$ cat src/design/tmcg_div.sv
// Pipelined restoring divider, one quotient bit per register stage.
// Generic widths; the caller guarantees the quotient fits in QW bits.
`default_nettype none
module tmcg_div #(
   parameter int NW = 36,
   parameter int DW = 25,
   parameter int QW = 16,
   parameter int SW = 1
) (
   input  wire logic          clock,
   input  wire logic          reset,
   input  wire logic          en,
   input  wire logic          in_valid,
   input  wire logic [NW-1:0] num,
   input  wire logic [DW-1:0] den,
   input  wire logic [SW-1:0] side,
   output logic               out_valid,
   output logic [QW-1:0]      quo,
   output logic [SW-1:0]      out_side
);
   logic          vld_ff  [0:QW];
   logic [DW-1:0] rem_ff  [0:QW];
   logic [QW-1:0] lo_ff   [0:QW];
   logic [DW-1:0] den_ff  [0:QW];
   logic [SW-1:0] side_ff [0:QW];
   logic [DW:0]   trial   [0:QW-1];
   logic [DW-1:0] rem_in  [0:QW-1];
   logic [QW-1:0] lo_in   [0:QW-1];

   for (genvar i = 0; i < QW; i++) begin : g_step
      always_comb begin
         trial[i] = {rem_ff[i], lo_ff[i][QW-1]};
         if (trial[i] >= {1'b0, den_ff[i]}) begin
            rem_in[i] = DW'(trial[i] - {1'b0, den_ff[i]});
            lo_in[i]  = {lo_ff[i][QW-2:0], 1'b1};
         end else begin
            rem_in[i] = trial[i][DW-1:0];
            lo_in[i]  = {lo_ff[i][QW-2:0], 1'b0};
         end
      end
   end

   always_ff @(posedge clock) begin
      if (reset) begin
         for (int i = 0; i <= QW; i++) vld_ff[i] <= 1'b0;
      end else if (en) begin
         vld_ff[0] <= in_valid;
         for (int i = 0; i < QW; i++) vld_ff[i+1] <= vld_ff[i];
      end
   end

   always_ff @(posedge clock) begin
      if (en) begin
         rem_ff[0]  <= DW'(num >> QW);
         lo_ff[0]   <= num[QW-1:0];
         den_ff[0]  <= den;
         side_ff[0] <= side;
         for (int i = 0; i < QW; i++) begin
            rem_ff[i+1]  <= rem_in[i];
            lo_ff[i+1]   <= lo_in[i];
            den_ff[i+1]  <= den_ff[i];
            side_ff[i+1] <= side_ff[i];
         end
      end
   end

   assign out_valid = vld_ff[QW];
   assign quo       = lo_ff[QW];
   assign out_side  = side_ff[QW];
endmodule
`default_nettype wire

$ cat config.mk
export PLATFORM = sky130hd
export DESIGN_NAME = tmcg_div
export DESIGN_NICKNAME = d
export VERILOG_FILES = /design/src/design/tmcg_div.sv
export SDC_FILE = /design/constraint.sdc
export NUM_CORES = 2
export LEC_CHECK = 0
export BUFFER_PORTS_ARGS = -buffer_cell sky130_fd_sc_hd__buf_2
export CORE_MARGIN = 2
export CORE_UTILIZATION = 60
export CTS_BUF_LIST = sky130_fd_sc_hd__clkbuf_4 sky130_fd_sc_hd__clkbuf_8
export DETAILED_ROUTE_END_ITERATION = 8
export PLACE_DENSITY = 0.74
export SLEW_MARGIN = 0
export SYNTH_ARGS = -nofsm -noshare
export SYNTH_HDL_FRONTEND = slang
export SYNTH_SLANG_ARGS = --single-unit
export TNS_END_PERCENT = 10
$ cat constraint.sdc
create_clock -name clock -period 5.5 [get_ports clock]
set_clock_uncertainty 0.05 [all_clocks]
set_input_delay 1.1 -clock clock [delete_from_list [all_inputs] [get_ports clock]]
set_output_delay 1.1 -clock clock [all_outputs]
set_load 0.02 [all_outputs]
==> results.sh <==
export IMPL_status="completed"
export IMPL_cts_buffer_depth=3
export IMPL_wl_per_cell_um=17.7
export IMPL_rsz0062_at_grt="false"
export IMPL_timing_rr_start="lo_ff[0][111]"
export IMPL_clkLatencyLatePin_ns=0.87
export IMPL_hold_end="den_ff[0][15]"
export IMPL_cp_end_kind="flip-flop"
export IMPL_r2r_setup_slack_ns=1.15
export IMPL_dp_hpwl_um=83200
export IMPL_finalSetupTns_ns=0
export IMPL_rows=113
export IMPL_r2r_end="rem_ff[0][176]"
export IMPL_drt_total_wl_um=111000
export IMPL_track_usage=0.229
export IMPL_worst_setup_path_start_kind="flip-flop"
export IMPL_synth_nets=5152
export IMPL_final_hold_viol_count=0
export IMPL_ys_async_sr_fraction=0
export IMPL_route_met3_wl_um=3100
export IMPL_drv_slew=0
export IMPL_viasPerCell=5.68
export IMPL_vias=35700
export IMPL_ant_nets=0
export IMPL_drt_iter0_drc=2173
export IMPL_place_ws_ns=1.23
export IMPL_cap_violations=0
export IMPL_synth_area_um2=57400
export IMPL_fin_ws_ns=1.15
export IMPL_nets=5351
export IMPL_required_ns=6.05
export IMPL_dr_wl_met2_um=63400
export IMPL_grt_pass1_vias=37100
export IMPL_clock_fmax_ghz=0.230
export IMPL_cts_max_level=4
export IMPL_met1Wirelength_um=37200
export IMPL_hold_depth=1
export IMPL_max_slew_margin=0.110
export IMPL_core_um2=94900
export IMPL_leakage_nw=25.5
export IMPL_min_period_over_period=0.791
export IMPL_post_cts_buffers=0
export IMPL_power_density_nw_per_um2=526
export IMPL_initial_core_util=0.605
export IMPL_syn2layout_area_growth_pct=9.64
export IMPL_placement_io_buffers=83
export IMPL_cts_resized=0
export IMPL_die_y_um=313
export IMPL_antenna_found_initial=2
export IMPL_hold_buffers=0
export IMPL_ir_drop_mv=0.287
export IMPL_synth_seq_cells=1101
export IMPL_cp_max_fo=38
export IMPL_clock_sinks=1101
export IMPL_cts_buffers=180
export IMPL_io_pin_count=84
export IMPL_synth_edf_count=1101
export IMPL_hp_class="primary input to flip-flop"
export IMPL_synth_cells=4675
export IMPL_dominantRegCellSynth="edfxtp_1"
export IMPL_grt_pass1_wl_um=178000
export IMPL_dieArea_um2=98200
export IMPL_die_w_um=313
export IMPL_ys_warn_count=0
export IMPL_grt_ovfl_total=0
export IMPL_period_minus_slack_ns=4.35
export IMPL_tightest_slew_ns=1.32
export IMPL_yosysSeqAreaShare=0.576
export IMPL_final_core_util=0.664
export IMPL_setup_viol=0
export IMPL_cts_root_buf="clkbuf_8"
export IMPL_grt_max_degree=146
export IMPL_top_layer="met4"
export IMPL_routabilityCongestion=0.968
export IMPL_critPathKind="flip-flop to flip-flop"
export IMPL_drc=0
export IMPL_worst_endpoint_arrival_ns=4.89
export IMPL_hold_start="den[15]"
export IMPL_drtPass1Iterations=6
export IMPL_path_clk_slew_ns=0.06
export IMPL_drive_above_1_share=0.129
export IMPL_reg2reg_depth=13
export IMPL_yosysUniqueCellTypes=86
export IMPL_cts_tree="done"
export IMPL_synth_area_per_cell_um2=12.3
==> sequential cells by signal, indices dropped and copies added (netlist names) <==
name	flops
vld_ff	17
den_ff	400
side_ff	17
lo_ff	272
rem_ff	395
==> power breakdown <==
part / internal (mW) / leakage (nW) / switching, mW
clock: 3.74 / 1.86 / 3.22
combinational: 6.11 / 12.9 / 7.41
sequential: 11.8 / 10.8 / 0.892
total: 21.6 / 25.5 / 11.5
==> placed cells by master, fill, tap and decap left out, drive strengths merged, types with 15 or more instances in the layout <==
master	n
a211oi	29
a21o	174
a21oi	351
a31oi	35
and2	27
and3	29
buf	124
clkbuf	233
clkinv	73
edfxtp	1101
fa	15
ha	396
inv	504
mux2	197
nand2	289
nand2b	50
nand3	84
nand4	56
nor2	200
nor2b	47
nor3	37
nor4	17
o211ai	18
o21a	54
o21ai	275
o21bai	33
o31ai	22
or2	20
xnor2	191
xor2	124
==> synth_stat cells (56+ instances only) <==
cell | instances | area, um2
edfxtp_1 | 1101 | 33100
inv_1 | 491 | 1840
ha_1 | 396 | 4950
a21oi_1 | 349 | 1750
nand2_1 | 289 | 1080
o21ai_0 | 270 | 1350
nor2_1 | 200 | 751
xnor2_1 | 191 | 1670
mux2_2 | 179 | 2020
a21o_1 | 174 | 1310
xor2_1 | 124 | 1090
nand3_1 | 84 | 420
clkbuf_1 | 73 | 274
nand4_1 | 56 | 350
==> per-stage QoR <==
stage               hold slack (ns)  area [um2]  power (mW)  instances
finish                        0.348       63000        33.1       6286
global route                  0.288       63000        35.4       6286
CTS                           0.251       63000        33.3       6285
detailed placement            0.355       59400        26.2       5957
global placement              0.350       59400        25.9       5957
floorplan                     0.350       57400        23.0       4675
==> worst max path at each step <==
| stage | end | startpoint |
|---|---|---|
| 2_1_floorplan | rem_ff[0][206] | lo_ff[0][127] |
| 6_report | rem_ff[0][176] | lo_ff[0][111] |
| 3_3_place_gp | rem_ff[0][203] | lo_ff[0][127] |
| 5_1_grt | rem_ff[0][188] | lo_ff[0][111] |
| 3_5_place_dp | rem_ff[0][176] | lo_ff[0][111] |
| 4_1_cts | rem_ff[0][188] | lo_ff[0][111] |
==> layer usage <==
| layer | vias up | track usage |
|---|---|---|
| met5 | - | 0 |
| met4 | 0 | 0.164 |
| met3 | 378 | 0.0336 |
| met2 | 730 | 0.463 |
| met1 | 16900 | 0.201 |
| li1 | 17700 | - |
==> critical path, stage by stage, from the launching register on <==
cell and delay (ns):
edfxtp_1 0.36, inv_1 0.08, ha_1 0.17, inv_1 0.05, fa_1 0.40, a21oi_1 0.31, o221ai_1 0.24, a211oi_1 0.56
a22oi_1 0.24, a31oi_1 0.36, o21ai_1 0.18, a31oi_4 0.29, buf_4 0.39, mux2_2 0.39
==> kinds of logic after synthesis <==
| group | synth area share |
|---|---|
| AO/OA/AOI/OAI | 0.126 |
| flip-flops | 0.576 |
| AND/OR/NAND/NOR | 0.0760 |
| buffers and inverters | 0.0409 |
| adder cells (fa/ha/maj) | 0.0915 |
| XOR/XNOR | 0.0480 |
| multiplexers | 0.0417 |
==> area by class of cell <==
type | instances | area, um2
timing repair buffer | 124 | 871
antenna | 1 | 2.50
tap | 1265 | 1580
clock buffer | 233 | 2880
inverter | 491 | 1840
fill | 6935 | 31900
sequential | 1101 | 33100
multi-input combinational | 2976 | 22100
clock inverter | 95 | 662
Note: power is estimated with default switching activity, not from simulation.
